==> src/rtl/sdspi_pkg.sv <==
// ----------------------------------------------------------------------------
// sdspi_pkg
// shared widths, protocol constants and the crc7 byte update for the
// sd spi command engine
// ----------------------------------------------------------------------------
package sdspi_pkg;

    localparam int unsigned POLL_LIMIT = 4096;
    localparam int unsigned POLL_W     = $clog2(POLL_LIMIT + 1);

    localparam int unsigned CMD_IDX_W  = 6;
    localparam int unsigned ARG_W      = 32;
    localparam int unsigned BYTE_W     = 8;
    localparam int unsigned RETRY_W    = 4;
    localparam int unsigned FRAME_W    = BYTE_W + ARG_W;

    localparam logic [RETRY_W-1:0] RETRY_RESET = 4'd10;

    localparam logic [BYTE_W-1:0] CMD_BASE  = 8'h40;
    localparam logic [BYTE_W-1:0] IDLE_BYTE = 8'hFF;
    localparam logic [6:0]        CRC7_POLY = 7'h09;

    // r1 response bit positions
    localparam int unsigned R1_BUSY_BIT    = 7;
    localparam int unsigned R1_CRC_ERR_BIT = 3;

    // operation codes of the request channel
    localparam logic OP_ISSUE = 1'b0;
    localparam logic OP_POLL  = 1'b1;

    // crc7 over one byte, msb first
    function automatic logic [6:0] crc7_byte(input logic [6:0] crc_in,
                                             input logic [BYTE_W-1:0] data);
        logic [6:0] c;
        logic       fb;
        c = crc_in;
        for (int i = BYTE_W - 1; i >= 0; i--)
        begin
            fb = c[6] ^ data[i];
            c  = {c[5:0], 1'b0};
            if (fb)
            begin
                c = c ^ CRC7_POLY;
            end
        end
        return c;
    endfunction

endpackage

==> src/rtl/sdspi_if.sv <==
// ----------------------------------------------------------------------------
// sdspi channel interfaces
// request channel (issue or poll byte) and result channel (one byte exchange
// or a completion status), each with valid and ready
// ----------------------------------------------------------------------------
interface sdspi_req_if import sdspi_pkg::*; ();
    logic                 valid;
    logic                 ready;
    logic                 operation;
    logic [CMD_IDX_W-1:0] command_index;
    logic [ARG_W-1:0]     argument;
    logic                 release_after;
    logic [BYTE_W-1:0]    received_byte;

    modport source (
        output valid, operation, command_index, argument, release_after,
               received_byte,
        input  ready
    );

    modport sink (
        input  valid, operation, command_index, argument, release_after,
               received_byte,
        output ready
    );
endinterface

interface sdspi_rsp_if import sdspi_pkg::*; ();
    logic              valid;
    logic              ready;
    logic [BYTE_W-1:0] tx_byte;
    logic              select_active;
    logic              expect_reply;
    logic              last;
    logic              done_res;
    logic [BYTE_W-1:0] response;
    logic              timed_out;

    modport source (
        output valid, tx_byte, select_active, expect_reply, last, done_res,
               response, timed_out,
        input  ready
    );

    modport sink (
        input  valid, tx_byte, select_active, expect_reply, last, done_res,
               response, timed_out,
        output ready
    );
endinterface

==> src/rtl/sd_spi_command_engine_top.sv <==
// ----------------------------------------------------------------------------
// sd_spi_command_engine_top
// host side sd card command sequencer for spi mode, with crc7 framing,
// response polling and crc error retries
// ----------------------------------------------------------------------------
// Each request transfer is either an issue (command index, argument, release
// flag) or the byte received on the last poll exchange. The engine answers
// with a burst of result transfers, one per spi byte exchange, the final one
// flagged by last: an issue gives the six frame bytes and a first 0xff poll;
// a busy poll byte gives one more poll; a final response gives a completion
// status, preceded by a deselect byte when release is set; a crc error under
// release with retries left gives a deselect byte, frame and poll. Results
// leave through an output register at one per cycle while the sink keeps
// ready high; an item gives 0 to 8 results, and the next request is taken
// in the cycle its predecessor's last result is loaded. Poll bytes arriving
// while no command runs are dropped silently. The crc7 is built one byte
// per cycle as the frame goes out, held while the sink stalls. retry_limit
// (reset 10, zero counts as one attempt) may only be written while idle.
// ----------------------------------------------------------------------------
module sd_spi_command_engine_top import sdspi_pkg::*; (
    input  logic               clk,
    input  logic               rst_n,
    input  logic               cfg_we,
    input  logic [RETRY_W-1:0] cfg_wdata,
    sdspi_req_if.sink          req,
    sdspi_rsp_if.source        rsp
);

    // position inside a result burst
    typedef enum logic [3:0] {
        STEP_REL,
        STEP_B0,
        STEP_B1,
        STEP_B2,
        STEP_B3,
        STEP_B4,
        STEP_CRC,
        STEP_POLL,
        STEP_DONE
    } step_t;

    // command state
    logic [RETRY_W-1:0] retry_limit_reg;
    logic [RETRY_W-1:0] attempt_reg,  attempt_next;
    logic [POLL_W-1:0]  poll_cnt_reg, poll_cnt_next;
    logic               release_reg,  release_next;
    logic               busy_reg,     busy_next;
    logic [FRAME_W-1:0] frame_reg,    frame_next;
    logic [6:0]         crc_reg,      crc_next;

    // burst sequencer
    logic               job_active_reg, job_active_next;
    step_t              step_reg,       step_next;
    logic               rel_done_reg,   rel_done_next;
    logic [BYTE_W-1:0]  done_resp_reg,  done_resp_next;
    logic               done_sel_reg,   done_sel_next;

    // output register
    logic               out_valid_reg;
    logic [BYTE_W-1:0]  out_tx_reg;
    logic               out_sel_reg;
    logic               out_exp_reg;
    logic               out_last_reg;
    logic               out_done_reg;
    logic [BYTE_W-1:0]  out_resp_reg;
    logic               out_to_reg;

    logic               out_load;
    logic               step_last;
    logic               in_fire;
    logic [BYTE_W-1:0]  frame_byte;
    logic [BYTE_W-1:0]  rx_byte;
    logic [RETRY_W-1:0] lim;
    logic               retry_ok;

    // result register takes a new entry when empty or being drained
    assign out_load  = job_active_reg && (!out_valid_reg || rsp.ready);
    assign step_last = (step_reg == STEP_POLL) || (step_reg == STEP_DONE);

    // next request is taken as the current burst hands over its last result
    assign req.ready = !job_active_reg || (out_load && step_last);
    assign in_fire   = req.valid && req.ready;

    assign rx_byte  = req.received_byte;
    assign lim      = (retry_limit_reg == '0) ? RETRY_W'(1) : retry_limit_reg;
    assign retry_ok = rx_byte[R1_CRC_ERR_BIT] &&
                      (({1'b0, attempt_reg} + (RETRY_W + 1)'(1)) < {1'b0, lim});

    // frame byte for the current step, cmd byte first
    always_comb
    begin
        unique case (step_reg)
            STEP_B0: frame_byte = frame_reg[FRAME_W-1 -: BYTE_W];
            STEP_B1: frame_byte = frame_reg[FRAME_W-1-BYTE_W -: BYTE_W];
            STEP_B2: frame_byte = frame_reg[FRAME_W-1-2*BYTE_W -: BYTE_W];
            STEP_B3: frame_byte = frame_reg[FRAME_W-1-3*BYTE_W -: BYTE_W];
            STEP_B4: frame_byte = frame_reg[BYTE_W-1:0];
            default: frame_byte = frame_reg[BYTE_W-1:0];
        endcase
    end

    // running crc7, restarted on the command byte
    always_comb
    begin
        crc_next = crc_reg;
        if (out_load &&
            (step_reg == STEP_B0 || step_reg == STEP_B1 || step_reg == STEP_B2 ||
             step_reg == STEP_B3 || step_reg == STEP_B4))
        begin
            crc_next = crc7_byte((step_reg == STEP_B0) ? 7'd0 : crc_reg, frame_byte);
        end
    end

    // command state update and burst setup on each accepted request
    always_comb
    begin
        attempt_next    = attempt_reg;
        poll_cnt_next   = poll_cnt_reg;
        release_next    = release_reg;
        busy_next       = busy_reg;
        frame_next      = frame_reg;
        rel_done_next   = rel_done_reg;
        done_resp_next  = done_resp_reg;
        done_sel_next   = done_sel_reg;
        job_active_next = job_active_reg;
        step_next       = step_reg;

        // advance the running burst
        if (out_load)
        begin
            unique case (step_reg)
                STEP_REL:  step_next = rel_done_reg ? STEP_DONE : STEP_B0;
                STEP_B0:   step_next = STEP_B1;
                STEP_B1:   step_next = STEP_B2;
                STEP_B2:   step_next = STEP_B3;
                STEP_B3:   step_next = STEP_B4;
                STEP_B4:   step_next = STEP_CRC;
                STEP_CRC:  step_next = STEP_POLL;
                STEP_POLL: job_active_next = 1'b0;
                STEP_DONE: job_active_next = 1'b0;
                default:   job_active_next = 1'b0;
            endcase
        end

        if (in_fire)
        begin
            priority if (req.operation == OP_ISSUE)
            begin
                // a new issue abandons any running command
                frame_next      = {CMD_BASE + {2'b00, req.command_index}, req.argument};
                release_next    = req.release_after;
                attempt_next    = '0;
                busy_next       = 1'b1;
                poll_cnt_next   = POLL_W'(1);
                job_active_next = 1'b1;
                step_next       = STEP_B0;
            end
            else if (!busy_reg)
            begin
                // stray poll byte, no results
            end
            else if (rx_byte[R1_BUSY_BIT] && (poll_cnt_reg < POLL_W'(POLL_LIMIT)))
            begin
                poll_cnt_next   = poll_cnt_reg + POLL_W'(1);
                job_active_next = 1'b1;
                step_next       = STEP_POLL;
            end
            else if (release_reg)
            begin
                job_active_next = 1'b1;
                step_next       = STEP_REL;
                if (retry_ok)
                begin
                    // resend the same frame
                    attempt_next  = attempt_reg + RETRY_W'(1);
                    poll_cnt_next = POLL_W'(1);
                    rel_done_next = 1'b0;
                end
                else
                begin
                    if (rx_byte[R1_CRC_ERR_BIT])
                    begin
                        attempt_next = attempt_reg + RETRY_W'(1);
                    end
                    busy_next      = 1'b0;
                    rel_done_next  = 1'b1;
                    done_resp_next = rx_byte;
                    done_sel_next  = 1'b0;
                end
            end
            else
            begin
                // card stays selected
                busy_next       = 1'b0;
                job_active_next = 1'b1;
                step_next       = STEP_DONE;
                done_resp_next  = rx_byte;
                done_sel_next   = 1'b1;
            end
        end
    end

    // control state
    always_ff @(posedge clk or negedge rst_n)
    begin
        if (!rst_n)
        begin
            retry_limit_reg <= RETRY_RESET;
            attempt_reg     <= '0;
            poll_cnt_reg    <= '0;
            release_reg     <= 1'b0;
            busy_reg        <= 1'b0;
            job_active_reg  <= 1'b0;
            step_reg        <= STEP_REL;
            out_valid_reg   <= 1'b0;
        end
        else
        begin
            if (cfg_we)
            begin
                retry_limit_reg <= cfg_wdata;
            end
            attempt_reg    <= attempt_next;
            poll_cnt_reg   <= poll_cnt_next;
            release_reg    <= release_next;
            busy_reg       <= busy_next;
            job_active_reg <= job_active_next;
            step_reg       <= step_next;
            if (out_load)
            begin
                out_valid_reg <= 1'b1;
            end
            else if (rsp.ready)
            begin
                out_valid_reg <= 1'b0;
            end
        end
    end

    // payload registers
    always_ff @(posedge clk)
    begin
        frame_reg     <= frame_next;
        crc_reg       <= crc_next;
        rel_done_reg  <= rel_done_next;
        done_resp_reg <= done_resp_next;
        done_sel_reg  <= done_sel_next;
        if (out_load)
        begin
            out_last_reg <= step_last;
            out_done_reg <= (step_reg == STEP_DONE);
            out_resp_reg <= (step_reg == STEP_DONE) ? done_resp_reg : '0;
            out_to_reg   <= (step_reg == STEP_DONE) && done_resp_reg[R1_BUSY_BIT];
            out_exp_reg  <= (step_reg == STEP_POLL);
            unique case (step_reg)
                STEP_REL:
                begin
                    out_tx_reg  <= IDLE_BYTE;
                    out_sel_reg <= 1'b0;
                end
                STEP_CRC:
                begin
                    out_tx_reg  <= {crc_reg, 1'b1};
                    out_sel_reg <= 1'b1;
                end
                STEP_POLL:
                begin
                    out_tx_reg  <= IDLE_BYTE;
                    out_sel_reg <= 1'b1;
                end
                STEP_DONE:
                begin
                    out_tx_reg  <= '0;
                    out_sel_reg <= done_sel_reg;
                end
                default:
                begin
                    out_tx_reg  <= frame_byte;
                    out_sel_reg <= 1'b1;
                end
            endcase
        end
    end

    assign rsp.valid         = out_valid_reg;
    assign rsp.tx_byte       = out_tx_reg;
    assign rsp.select_active = out_sel_reg;
    assign rsp.expect_reply  = out_exp_reg;
    assign rsp.last          = out_last_reg;
    assign rsp.done_res      = out_done_reg;
    assign rsp.response      = out_resp_reg;
    assign rsp.timed_out     = out_to_reg;

`ifndef ASSERT_OFF
    // poll counter never runs past the limit
    a_poll_bound: assert property (@(posedge clk) disable iff (!rst_n)
        poll_cnt_reg <= POLL_W'(POLL_LIMIT))
        else $error("poll count beyond limit");

    // an issue starts a burst on the command byte
    a_issue_start: assert property (@(posedge clk) disable iff (!rst_n)
        (in_fire && req.operation == OP_ISSUE) |=> (job_active_reg && step_reg == STEP_B0))
        else $error("issue did not start frame");

    // the crc byte always carries the stop bit
    a_crc_stop: assert property (@(posedge clk) disable iff (!rst_n)
        (out_load && step_reg == STEP_CRC) |=> (rsp.valid && rsp.tx_byte[0]))
        else $error("crc byte without stop bit");

    // a completion status closes its burst and needs no reply
    a_done_shape: assert property (@(posedge clk) disable iff (!rst_n)
        (rsp.valid && rsp.done_res) |-> (rsp.last && !rsp.expect_reply))
        else $error("malformed completion status");
`endif

endmodule

==> src/flat_wrapper.sv <==
// flat-port wrapper written by rule: the top's interface ports become plain ports
module sd_spi_command_engine_top_flat import sdspi_pkg::*;
  (clk, rst_n, cfg_we, cfg_wdata, req_valid, req_operation, req_command_index, req_argument, req_release_after, req_received_byte, req_ready, rsp_valid, rsp_tx_byte, rsp_select_active, rsp_expect_reply, rsp_last, rsp_done_res, rsp_response, rsp_timed_out, rsp_ready);
  sdspi_req_if req_i ();
  sdspi_rsp_if rsp_i ();
  input  logic clk;
  input  logic rst_n;
  input  logic cfg_we;
  input  logic [RETRY_W-1:0] cfg_wdata;
  input wire logic [$bits(req_i.valid)-1:0] req_valid;
  input wire logic [$bits(req_i.operation)-1:0] req_operation;
  input wire logic [$bits(req_i.command_index)-1:0] req_command_index;
  input wire logic [$bits(req_i.argument)-1:0] req_argument;
  input wire logic [$bits(req_i.release_after)-1:0] req_release_after;
  input wire logic [$bits(req_i.received_byte)-1:0] req_received_byte;
  output wire logic [$bits(req_i.ready)-1:0] req_ready;
  output wire logic [$bits(rsp_i.valid)-1:0] rsp_valid;
  output wire logic [$bits(rsp_i.tx_byte)-1:0] rsp_tx_byte;
  output wire logic [$bits(rsp_i.select_active)-1:0] rsp_select_active;
  output wire logic [$bits(rsp_i.expect_reply)-1:0] rsp_expect_reply;
  output wire logic [$bits(rsp_i.last)-1:0] rsp_last;
  output wire logic [$bits(rsp_i.done_res)-1:0] rsp_done_res;
  output wire logic [$bits(rsp_i.response)-1:0] rsp_response;
  output wire logic [$bits(rsp_i.timed_out)-1:0] rsp_timed_out;
  input wire logic [$bits(rsp_i.ready)-1:0] rsp_ready;
  assign req_i.valid = req_valid;
  assign req_i.operation = req_operation;
  assign req_i.command_index = req_command_index;
  assign req_i.argument = req_argument;
  assign req_i.release_after = req_release_after;
  assign req_i.received_byte = req_received_byte;
  assign req_ready = req_i.ready;
  assign rsp_valid = rsp_i.valid;
  assign rsp_tx_byte = rsp_i.tx_byte;
  assign rsp_select_active = rsp_i.select_active;
  assign rsp_expect_reply = rsp_i.expect_reply;
  assign rsp_last = rsp_i.last;
  assign rsp_done_res = rsp_i.done_res;
  assign rsp_response = rsp_i.response;
  assign rsp_timed_out = rsp_i.timed_out;
  assign rsp_i.ready = rsp_ready;
  sd_spi_command_engine_top u_core (.clk(clk), .rst_n(rst_n), .cfg_we(cfg_we), .cfg_wdata(cfg_wdata), .req(req_i), .rsp(rsp_i));
endmodule
==> config.mk <==
export PLATFORM = sky130hd
export DESIGN_NAME = sd_spi_command_engine_top_flat
export DESIGN_NICKNAME = d
export VERILOG_FILES = /design/src/rtl/sdspi_pkg.sv /design/src/rtl/sdspi_if.sv /design/src/rtl/sd_spi_command_engine_top.sv /design/src/flat_wrapper.sv
export SDC_FILE = /design/constraint.sdc
export NUM_CORES = 1
export LEC_CHECK = 0
export ABC_CLOCK_PERIOD_IN_PS = 4400
export BUFFER_PORTS_ARGS = -buffer_cell sky130_fd_sc_hd__buf_2
export CORE_MARGIN = 10
export CORE_UTILIZATION = 50
export DETAILED_ROUTE_END_ITERATION = 7
export PLACE_DENSITY = 0.72
export SLEW_MARGIN = 20
export SYNTH_ARGS = -nofsm -noshare
export SYNTH_HDL_FRONTEND = slang
export SYNTH_SLANG_ARGS = --single-unit
==> constraint.sdc <==
create_clock -name clk -period 4.4 [get_ports clk]
set_input_delay 0.88 -clock clk [delete_from_list [all_inputs] [get_ports clk]]
set_output_delay 0.88 -clock clk [all_outputs]
set_load 0.005 [all_outputs]
==> metrics.yaml, run 1 <==
synth_common_cells: "76 x edfxtp_1, 30 x nand2_1, 27 x dfrtp_1"
final_cell_count_no_fill: 613
ys_seq_area_share_pct: 60.9
cp_slowest_stage_delay_ns: 0.98
rr_endpoint: "u_core.crc_reg[0]"
p_clk_share_pct: 15.0
syn_inst: 400
cap_viol_max_count: 0
place_inst: 597
largest_reg_flops: 38
path_max_fanout: 27
htree_levels: 3
coreArea_um2: 9680
synthArstFlopShare_pct: 27.6
fin_tns_setup_ns: 0
vias: 3450
avgSynthCellArea_um2: 12.4
pre_cts_ws_ns: 1.18
fmax_mhz: 303
ctsHoldBuffers: 0
worstHoldStart: "u_core.done_resp_reg[4]"
r2r_slack_ns: 1.10
pwr-share-seq_pct: 42.4
cts_resized: 0
synth_area_leader_cell: "edfxtp_1"
grt_pass1_wl_mm: 17.2
r2r_start: "u_core.step_reg[0]"
yosysTopAreaCellShare_pct: 46.2
rows: 36
numClockSinks: 105
cp_cell_sequence: "nor3_1, or3b_1, a222oi_1, xnor3_1, xnor2_1"
worstHoldEndpoint: "u_core.rsp.response[4]"
worstSkewPairLatency_ns: 0.37
yosysWarnings: 0
first_pass_iters: 5
synth.most_common_cell: "edfxtp_1"
leakage_nw: 2.23
via_per_inst: 5.63
cts_root_buffer: "clkbuf_8"
rsz0062_at_grt: "false"
setup_ws_ns: 1.10
worst_hold_slack_ns: 0.523
power_density_nw_per_um2: 692
place_area_um2: 5470
gr-usage-all-layers_pct: 14.7
clock_skew_ns: 0.0122
n_antenna_cell: 0
dieWidth_um: 119
drive_gt1_share_pct: 24.2
setup_viol: 0
cts_tree: "done"
reg2reg_depth: 5
wl_per_cell_um: 16.9
hold_viol: 0
area_growth_pct: 14.7
synth-edff-count: 76
worstMarginPinSlew_ns: 0.954
syn-cell-area_um2: 4940
yosys_register_bits: 105
nets: 537
power_report.internal_total_mw: 2.51
end_kind: "register"
synth_cell_types: 63
ys.flop_type: "edfxtp_1"
max-vdd-ir-drop_v: 0.000310
drt_wl_total_mm: 10.4
port_buffers: 79
fp.dieH_um: 119
cts_setup_buffers: 0
grt_pass1_vias: 3490
slew_headroom_pct: 36.4
holdCritPathClass: "reg -> reg"
grt_antenna_before_repair: 0
period_share_pct: 75.1
synth.area.top_cells: "edfxtp_1 46%, dfrtp_1 14%, nand2_1 2.3%"
die_area_um2: 14300
grt_overflow: 0
remaining_drc_errors: 0
ios: 80
path_class: "reg -> reg"
period_needed_ns: 3.30
final.fill_count: 795
start_util_pct: 51.0
status: "complete, no violations"
grt_max_degree: 41
hold_depth: 1
cts_buffers: 9
p_comb_share_pct: 42.6
fin_area_um2: 5670
slowest_stage: "dfrtp_1"
crit_path_start_kind: "register"
critPathArrivalTime_ns: 3.40
clockBufferDepth: 2
ant_nets: 0
gp_congestion: 0.869
cts.clk_slew.worst_paths_ns: 0.10
p_sw_mw: 1.41
cp.required_ns: 4.50
drv_slew: 0
synthesis.nets: 462
switching_share_pct: 35.9
dp_hpwl_mm: 7.62
initialDrtViolationCount: 217
==> how the worst max path moves through the flow <==
stage / start / end / slack [ns] / cells past startpoint
4_1_cts: u_core.step_reg[0] / u_core.crc_reg[0] / 1.16 / 5
3_3_place_gp: u_core.step_reg[0] / u_core.crc_reg[0] / 1.28 / 5
6_report: u_core.step_reg[0] / u_core.crc_reg[0] / 1.10 / 5
5_1_grt: u_core.step_reg[0] / u_core.crc_reg[0] / 0.91 / 5
2_1_floorplan: req_operation / u_core.release_reg / 0.49 / 6
3_5_place_dp: u_core.step_reg[0] / u_core.crc_reg[0] / 1.18 / 5
==> power by group through the flow <==
stage / logic (mW) / registers, mW / clock network, mW
3_3_place_gp: 1.61 / 1.67 / 0
5_1_grt: 1.86 / 1.70 / 0.644
4_1_cts: 1.67 / 1.66 / 0.607
6_report: 1.67 / 1.66 / 0.589
3_5_place_dp: 1.66 / 1.68 / 0
2_1_floorplan: 1.36 / 1.58 / 0
==> layout by cell type (no fill, tap or decap), types with 3 or more instances in the layout <==
cell type / count
nor2_1: 20
inv_1: 16
nand2b_1: 6
nor3_1: 7
a222oi_1: 3
nand2_1: 30
o21a_1: 4
edfxtp_1: 76
and2_1: 10
nor4_1: 3
mux2i_1: 6
nand3b_1: 4
nor2b_1: 5
a21oi_1: 11
xor2_1: 5
or4_1: 7
ha_1: 5
a22oi_1: 13
nand3_1: 12
a22o_1: 8
a31oi_1: 3
xnor2_1: 10
mux2_2: 7
buf_4: 5
o21ai_0: 17
clkbuf_8: 9
o211ai_1: 5
xnor3_1: 4
dfrtp_1: 27
buf_2: 79
nand4_1: 4
a21o_1: 3
o31ai_1: 8
==> logic make-up after synthesis <==
kind of cell | share of synthesized area, %
buffers and inverters | 2.99
adder cells (fa/ha/maj) | 1.27
AND/OR/NAND/NOR | 13.3
XOR/XNOR | 4.48
multiplexers | 2.81
AO/OA/AOI/OAI | 14.3
flip-flops | 60.9
==> critical path: cells and delay by family, from the launching register on <==
family	cells	cell delay, ns
flops	1	0.98
xor+xnor	2	0.69
compound gates	1	0.62
simple gates	2	0.74
==> layer usage <==
layer / GRT usage, % / vias up / wire (um)
li1: - / 1673 / -
met1: 18.9 / 1665 / 4650
met2: 23.6 / 99 / 4970
met3: 3.50 / 13 / 601
met4: 5.35 / 0 / 147
met5: 0 / - / 0
==> final cells by class <==
type | count | area (um^2) | area share, %
inverters | 16 | 60.1 | 1.06
repair buffers | 84 | 433 | 7.64
flip-flops and latches | 105 | 3010 | 53.1
multi-input cells | 259 | 1800 | 31.8
well taps | 133 | 166 | 2.94
clock inverters | 6 | 67.6 | 1.19
clock buffers | 10 | 128 | 2.25
==> metrics by stage <==
step / power (mW) / util (%)
floorplan: 2.93 / -
global placement: 3.28 / 56.4
detailed placement: 3.34 / 56.4
CTS: 3.94 / 58.5
global route: 4.21 / 58.5
finish: 3.92 / 58.5
No activity file was read; power rests on OpenSTA's default activity.
==> inputs of run 2 (changes only) <==
--- a/config.mk
+++ b/config.mk
@@ -5,12 +5,13 @@
 export SDC_FILE = /design/constraint.sdc
 export NUM_CORES = 1
 export LEC_CHECK = 0
-export ABC_CLOCK_PERIOD_IN_PS = 4400
+export ABC_AREA = 1
+export ABC_CLOCK_PERIOD_IN_PS = 2700
 export BUFFER_PORTS_ARGS = -buffer_cell sky130_fd_sc_hd__buf_2
 export CORE_MARGIN = 10
 export CORE_UTILIZATION = 50
 export DETAILED_ROUTE_END_ITERATION = 7
-export PLACE_DENSITY = 0.72
+export PLACE_DENSITY = 0.75
 export SLEW_MARGIN = 20
 export SYNTH_ARGS = -nofsm -noshare
 export SYNTH_HDL_FRONTEND = slang
==> constraint.sdc (replaced) <==
create_clock -name clk -period 2.7 [get_ports clk]
set_input_delay 0.54 -clock clk [delete_from_list [all_inputs] [get_ports clk]]
set_output_delay 0.54 -clock clk [all_outputs]
set_load 0.005 [all_outputs]
==> metrics.yaml, run 2 <==
status: "complete, no violations"
initialDrtViolationCount: 237  # +9.2%
drv_slew: 0  # unchanged
path_max_fanout: 16  # -41%
rsz0062_at_grt: "false"
grt_pass1_vias: 3742  # +7.2%
first_pass_iters: 4  # -1
start_util_pct: 51.5  # +0.50 points
yosys_register_bits: 105  # unchanged
ctsHoldBuffers: 0  # unchanged
synth.area.top_cells: "edfxtp_1 45%, dfrtp_1 13%, nand2_1 9.5%"
die_area_um2: 14500  # +2.0%
r2r_slack_ns: 0.42  # -0.68 ns
avgSynthCellArea_um2: 9.69  # -22%
rr_endpoint: "u_core.poll_cnt_reg[5]"
worst_hold_slack_ns: 0.173  # -0.349 ns
fin_tns_setup_ns: 0  # unchanged
crit_path_start_kind: "register"
ys.flop_type: "edfxtp_1"
port_buffers: 79  # unchanged
holdCritPathClass: "in -> async"
drt_wl_total_mm: 10.6  # +2.6%
grt_antenna_before_repair: 0  # unchanged
area_growth_pct: 14.6  # about the same
cap_viol_max_count: 0  # unchanged
drive_gt1_share_pct: 24.6  # +0.43 points
cts_tree: "done"
grt_max_degree: 39  # -4.9%
synth_cell_types: 43  # -32%
cts_setup_buffers: 0  # unchanged
worstSkewPairLatency_ns: 0.38  # about the same
synth-edff-count: 76  # unchanged
place_inst: 731  # +22%
period_share_pct: 86.4
max-vdd-ir-drop_v: 0.000394  # +27%
fp.dieH_um: 121  # +0.98%
path_class: "reg -> out"
cts.clk_slew.worst_paths_ns: 0.11  # about the same
cts_resized: 0  # unchanged
synthArstFlopShare_pct: 27.6  # unchanged
yosysWarnings: 0  # unchanged
period_needed_ns: 2.33
layout_commonest_cell: "nand2_1"
critPathArrivalTime_ns: 1.79  # -1.61 ns
gp_congestion: 0.963  # +11%
coreArea_um2: 9820  # +1.4%
synthesis.nets: 584  # +26%
htree_levels: 3  # unchanged
vias: 3763  # +9.1%
clockBufferDepth: 2  # unchanged
n_antenna_cell: 0  # unchanged
power_density_nw_per_um2: 1050  # +51%
cts_buffers: 9  # unchanged
reg2reg_depth: 11  # +6
wl_per_cell_um: 14.2  # -16%
grt_pass1_wl_mm: 17.8  # +3.8%
final_cell_count_no_fill: 747  # +22%
power_mw: 6.06  # +55%
leakage_nw: 2.63  # +18%
r2r_start: "u_core.attempt_reg[0]"
largest_reg_flops: 38  # unchanged
ys_seq_area_share_pct: 59.5  # -1.4 points
mostFrequentLayoutCells: "128 x nand2_1, 79 x buf_2, 76 x edfxtp_1, 67 x inv_1, 58 x nand3_1"
ant_nets: 0  # unchanged
numClockSinks: 105  # unchanged
gr-usage-all-layers_pct: 15.2  # +0.51 points
dp_hpwl_mm: 8.19  # +7.5%
fmax_mhz: 428
synth_common_cells: "128 x nand2_1, 76 x edfxtp_1, 67 x inv_1"
cts_root_buffer: "clkbuf_8"
slew_headroom_pct: 51.6  # +15 points
final_util_pct: 59.0  # +0.53 points
nets: 671  # +25%
end_kind: "output port"
cp.required_ns: 2.16  # -2.34 ns
hold_viol: 0  # unchanged
grt_overflow: 0  # unchanged
syn_inst: 522  # +31%
yosysTopAreaCellShare_pct: 45.1  # -1.1 points
setup_viol: 0  # unchanged
synth.most_common_cell: "nand2_1"
ios: 80  # unchanged
dieWidth_um: 121  # +0.98%
via_per_inst: 5.04  # -10%
remaining_drc_errors: 0  # unchanged
rows: 36  # unchanged
clock_skew_ns: 0.0166  # +0.00440 ns
synth_area_leader_cell: "edfxtp_1"
worstMarginPinSlew_ns: 0.727  # -0.227 ns
syn-cell-area_um2: 5060  # +2.4%
critPathLaunch: "u_core.step_reg[0]"
-- run 2: area by class of cell --
class | count | area (um^2)
clock buffers | 10 | 128
clock inverters | 6 | 40.0
fillers | 861 | 4020
inverters | 73 | 274
multi-input cells | 334 | 1720
flip-flops and latches | 105 | 3010
well taps | 133 | 166
repair buffers | 86 | 460
-- run 2: critical path, stage by stage (launching register included) --
cell,delay (ns)
dfrtp_1,0.46
inv_1,0.12
nand2_2,0.08
nor2_2,0.14
nand2_2,0.22
nand2_2,0.14
nand2_2,0.07
nand2_4,0.07
buf_2,0.13
-- run 2: layer usage --
metal,share of wire (%),vias up,wire [um],GRT usage [%]
met1,44,1706,4650,19.0
met2,47,116,4950,24.0
met4,2.3,0,242,6.33
met3,7.4,23,786,4.56
met5,0,-,0,0
li1,-,1918,-,-
-- run 2: cells by family after synthesis --
logic type	after synthesis	synth area share, %
AOI/OAI and AO/OA	51	7.30
buffers and inverters	83	6.70
xor gates and xnor gates	5	0.866
adders and majority gates	5	1.24
DFF	105	59.5
muxes	1	0.223
and+or+nand+nor	272	24.2
-- run 2: worst max-delay path by stage --
stage | cells after the start | end | slack (ns)
after CTS | 8 | req_ready | 0.35
final | 8 | req_ready | 0.37
after floorplan | 8 | u_core.done_resp_reg[0] | 0.11
after global placement | 11 | u_core.poll_cnt_reg[5] | 0.52
after global routing | 14 | u_core.crc_reg[3] | 0.21
after detailed placement | 11 | u_core.poll_cnt_reg[12] | 0.45
-- run 2: power breakdown --
group | total (mW) | internal, mW | switching [mW]
Clock | 0.870 | 0.337 | 0.534
Sequential | 2.49 | 2.29 | 0.198
Combinational | 2.71 | 0.927 | 1.78
Total | 6.06 | 3.55 | 2.51
-- run 2: through the flow --
step / instance area [um^2] / setup slack [ns]
5_1_grt: 5800 / 0.214
3_3_place_gp: 5630 / 0.524
3_5_place_dp: 5630 / 0.455
6_report: 5800 / 0.366
4_1_cts: 5800 / 0.354
2_1_floorplan: 5070 / 0.107
==> inputs of run 3 (changes only) <==
==> constraint.sdc (replaced) <==
create_clock -name clk -period 2.7 [get_ports clk]
set_input_delay 0.135 -clock clk [delete_from_list [all_inputs] [get_ports clk]]
set_output_delay 0.135 -clock clk [all_outputs]
set_load 0.005 [all_outputs]
==> metrics.yaml, run 3 (synthesis gave the netlist of run 2 again) <==
grt_pass1_vias: 3960  # +5.8%
clockBufferDepth: 2  # unchanged
period_needed_ns: 2.29  # -0.0408 ns
worstHoldEndpoint: "u_core.retry_limit_reg[3]"
status: "complete, but fails checks"
r2r_slack_ns: 0.41  # about the same
port_buffers: 79  # unchanged
end_kind: "register"
violations: "negative hold slack"
initialDrtViolationCount: 271  # +14%
cts_tree: "done"
drt_wl_total_mm: 11.1  # +4.8%
drive_gt1_share_pct: 22.7  # -1.9 points
power_density_nw_per_um2: 973  # -7.0%
hold_depth: 3
cts_root_buffer: "clkbuf_8"
multiInputGateArea_um2: 1720  # unchanged
reg2reg_depth: 12  # +1
cp_num_buf_inv: 2  # unchanged
area_growth_pct: 25.3
vias: 3943  # +4.8%
grt_antenna_before_repair: 0  # unchanged
cts_resized: 0  # unchanged
cp.required_ns: 2.78  # +0.62 ns
hold_viol: 1  # +1
slew_headroom_pct: 49.5  # -2.0 points
gr-usage-all-layers_pct: 15.6  # +0.45 points
rr_endpoint: "u_core.done_resp_reg[5]"
power_report.internal_total_mw: 3.63  # +2.2%
final.fill_count: 796  # -7.5%
cp_cell_sequence: "inv_1, nand2_2, nor2_2, nand2_2, nand2_2, nand2_2, nand2_4, nand2_4, nor2_1, nand2_1, nor2_1, buf_4"
p_sw_mw: 2.54  # +1.0%
mostFrequentLayoutCells: "128 x nand2_1, 79 x buf_2, 76 x edfxtp_1, 67 x inv_1, 58 x nand3_1"
rows: 36  # unchanged
htree_levels: 3  # unchanged
crit_top_cell: "nand2_2"
remaining_drc_errors: 0  # unchanged
cap_viol_max_count: 0  # unchanged
p_clk_share_pct: 15.4  # +1.0 points
crit_path_start_kind: "register"
fmax_mhz: 436  # +1.8%
largest_reg_flops: 38  # unchanged
cts_buffers: 9  # unchanged
fp.dieH_um: 121  # unchanged
die_area_um2: 14500  # unchanged
setup_viol: 0  # unchanged
worstMarginPinSlew_ns: 0.757  # +0.0303 ns
period_share_pct: 84.9  # -1.5 points
fin_tns_setup_ns: 0  # unchanged
switching_share_pct: 41.1  # -0.28 points
rsz0062_at_grt: "false"
path_max_fanout: 16  # unchanged
grt_pass1_wl_mm: 18.6  # +4.3%
worst_hold_slack_ns: -0.00428  # -0.178 ns
worstHoldStart: "cfg_wdata[3]"
p_comb_share_pct: 44.2  # -0.4 points
ctsHoldBuffers: 52  # +52
highest_layer: "met4"
ant_nets: 0  # unchanged
path_class: "reg -> reg"
fin_area_um2: 6340  # +9.3%
leakage_nw: 2.86  # +8.8%
wl_per_cell_um: 13.9  # -2.2%
cts.clk_slew.worst_paths_ns: 0.11  # about the same
via_per_inst: 4.93  # -2.2%
dp_hpwl_mm: 8.09  # -1.3%
place_area_um2: 5610  # -0.36%
start_util_pct: 51.5  # unchanged
worstSkewPairLatency_ns: 0.38  # about the same
gp_congestion: 0.896  # -6.9%
grt_overflow: 0  # unchanged
seq_area_um2: 3010  # unchanged
layout_commonest_cell: "nand2_1"
cts_setup_buffers: 0  # unchanged
coreArea_um2: 9820  # unchanged
numClockSinks: 105  # unchanged
ios: 80  # unchanged
holdCritPathClass: "in -> reg"
pwr-share-seq_pct: 40.4  # -0.6 points
nets: 723  # +7.7%
drv_slew: 0  # unchanged
cp_slowest_stage_delay_ns: 0.45  # about the same
grt_max_degree: 41  # +5.1%
dieWidth_um: 121  # unchanged
clock_skew_ns: 0.0175  # +0.000840 ns
r2r_start: "u_core.step_reg[0]"
met2WireLength_mm: 5.32  # +7.3%
max-vdd-ir-drop_v: 0.000426  # +8.1%
slowest_stage: "dfrtp_1"
first_pass_iters: 5  # +1
wl_met1_mm: 4.94  # +6.1%
cp_top_family: "simple AND/OR/NAND/NOR gates"
wl_met3_um: 651  # -17%
critPathArrivalTime_ns: 2.38  # +0.59 ns
[run 3: changes by cell type in the layout (fill, tap and decap cells not counted), sizes merged]
cell,before,now
dlygate4sd3,0,53
clkinvlp,2,0
buf,86,85
clkinv,2,3
diode,0,1
inv,75,76
[run 3: worst min-delay path, stage by stage]
cell,delay [ns]
buf_2,0.07
nand2_1,0.04
o21ai_0,0.08
[run 3: final cells by class]
cell class                 instances  area share, %
multi-input combinational        334           27.1
clock buffer                      10           2.17
clock inverter                     6          0.908
sequential                       105           47.5
tap                              133           2.63
antenna                            1         0.0395
timing repair buffer             138           15.3
inverter                          73           4.32
[run 3: how the worst max path moves through the flow]
stage / from / to / slack [ns] / cells past startpoint
after CTS: u_core.step_reg[0] / u_core.done_resp_reg[5] / 0.40 / 12
after detailed placement: u_core.step_reg[0] / u_core.done_resp_reg[0] / 0.43 / 12
after floorplan: u_core.rsp.valid / u_core.done_resp_reg[0] / 0.21 / 9
after global routing: u_core.step_reg[0] / u_core.done_resp_reg[5] / 0.18 / 12
final: u_core.step_reg[0] / u_core.done_resp_reg[5] / 0.41 / 12
after global placement: u_core.attempt_reg[0] / u_core.poll_cnt_reg[7] / 0.52 / 11
[run 3: power by group through the flow]
| stage | Clock, mW | Sequential, mW | Combinational [mW] |
|---|---|---|---|
| global placement | 0 | 2.51 | 2.59 |
| detailed placement | 0 | 2.53 | 2.65 |
| floorplan | 0 | 2.49 | 1.98 |
| global route | 1.04 | 2.53 | 3.12 |
| finish | 0.952 | 2.49 | 2.73 |
| CTS | 0.964 | 2.49 | 2.72 |
[run 3: stage by stage]
stage               power [mW]  cells  setup WS, ns  util, %
floorplan                 4.48    522         0.208        -
global placement          5.10    730         0.524     57.1
detailed placement        5.17    730         0.431     57.1
CTS                       6.17    798         0.403     64.4
global route              6.69    799         0.178     64.5
finish                    6.17    800         0.407     64.6
[run 3: per-layer routing]
| metal | GRT usage (%) | vias up |
|---|---|---|
| met3 | 3.54 | 22 |
| met4 | 5.88 | 0 |
| li1 | - | 2018 |
| met2 | 25.8 | 116 |
| met5 | 0 | - |
| met1 | 19.6 | 1787 |
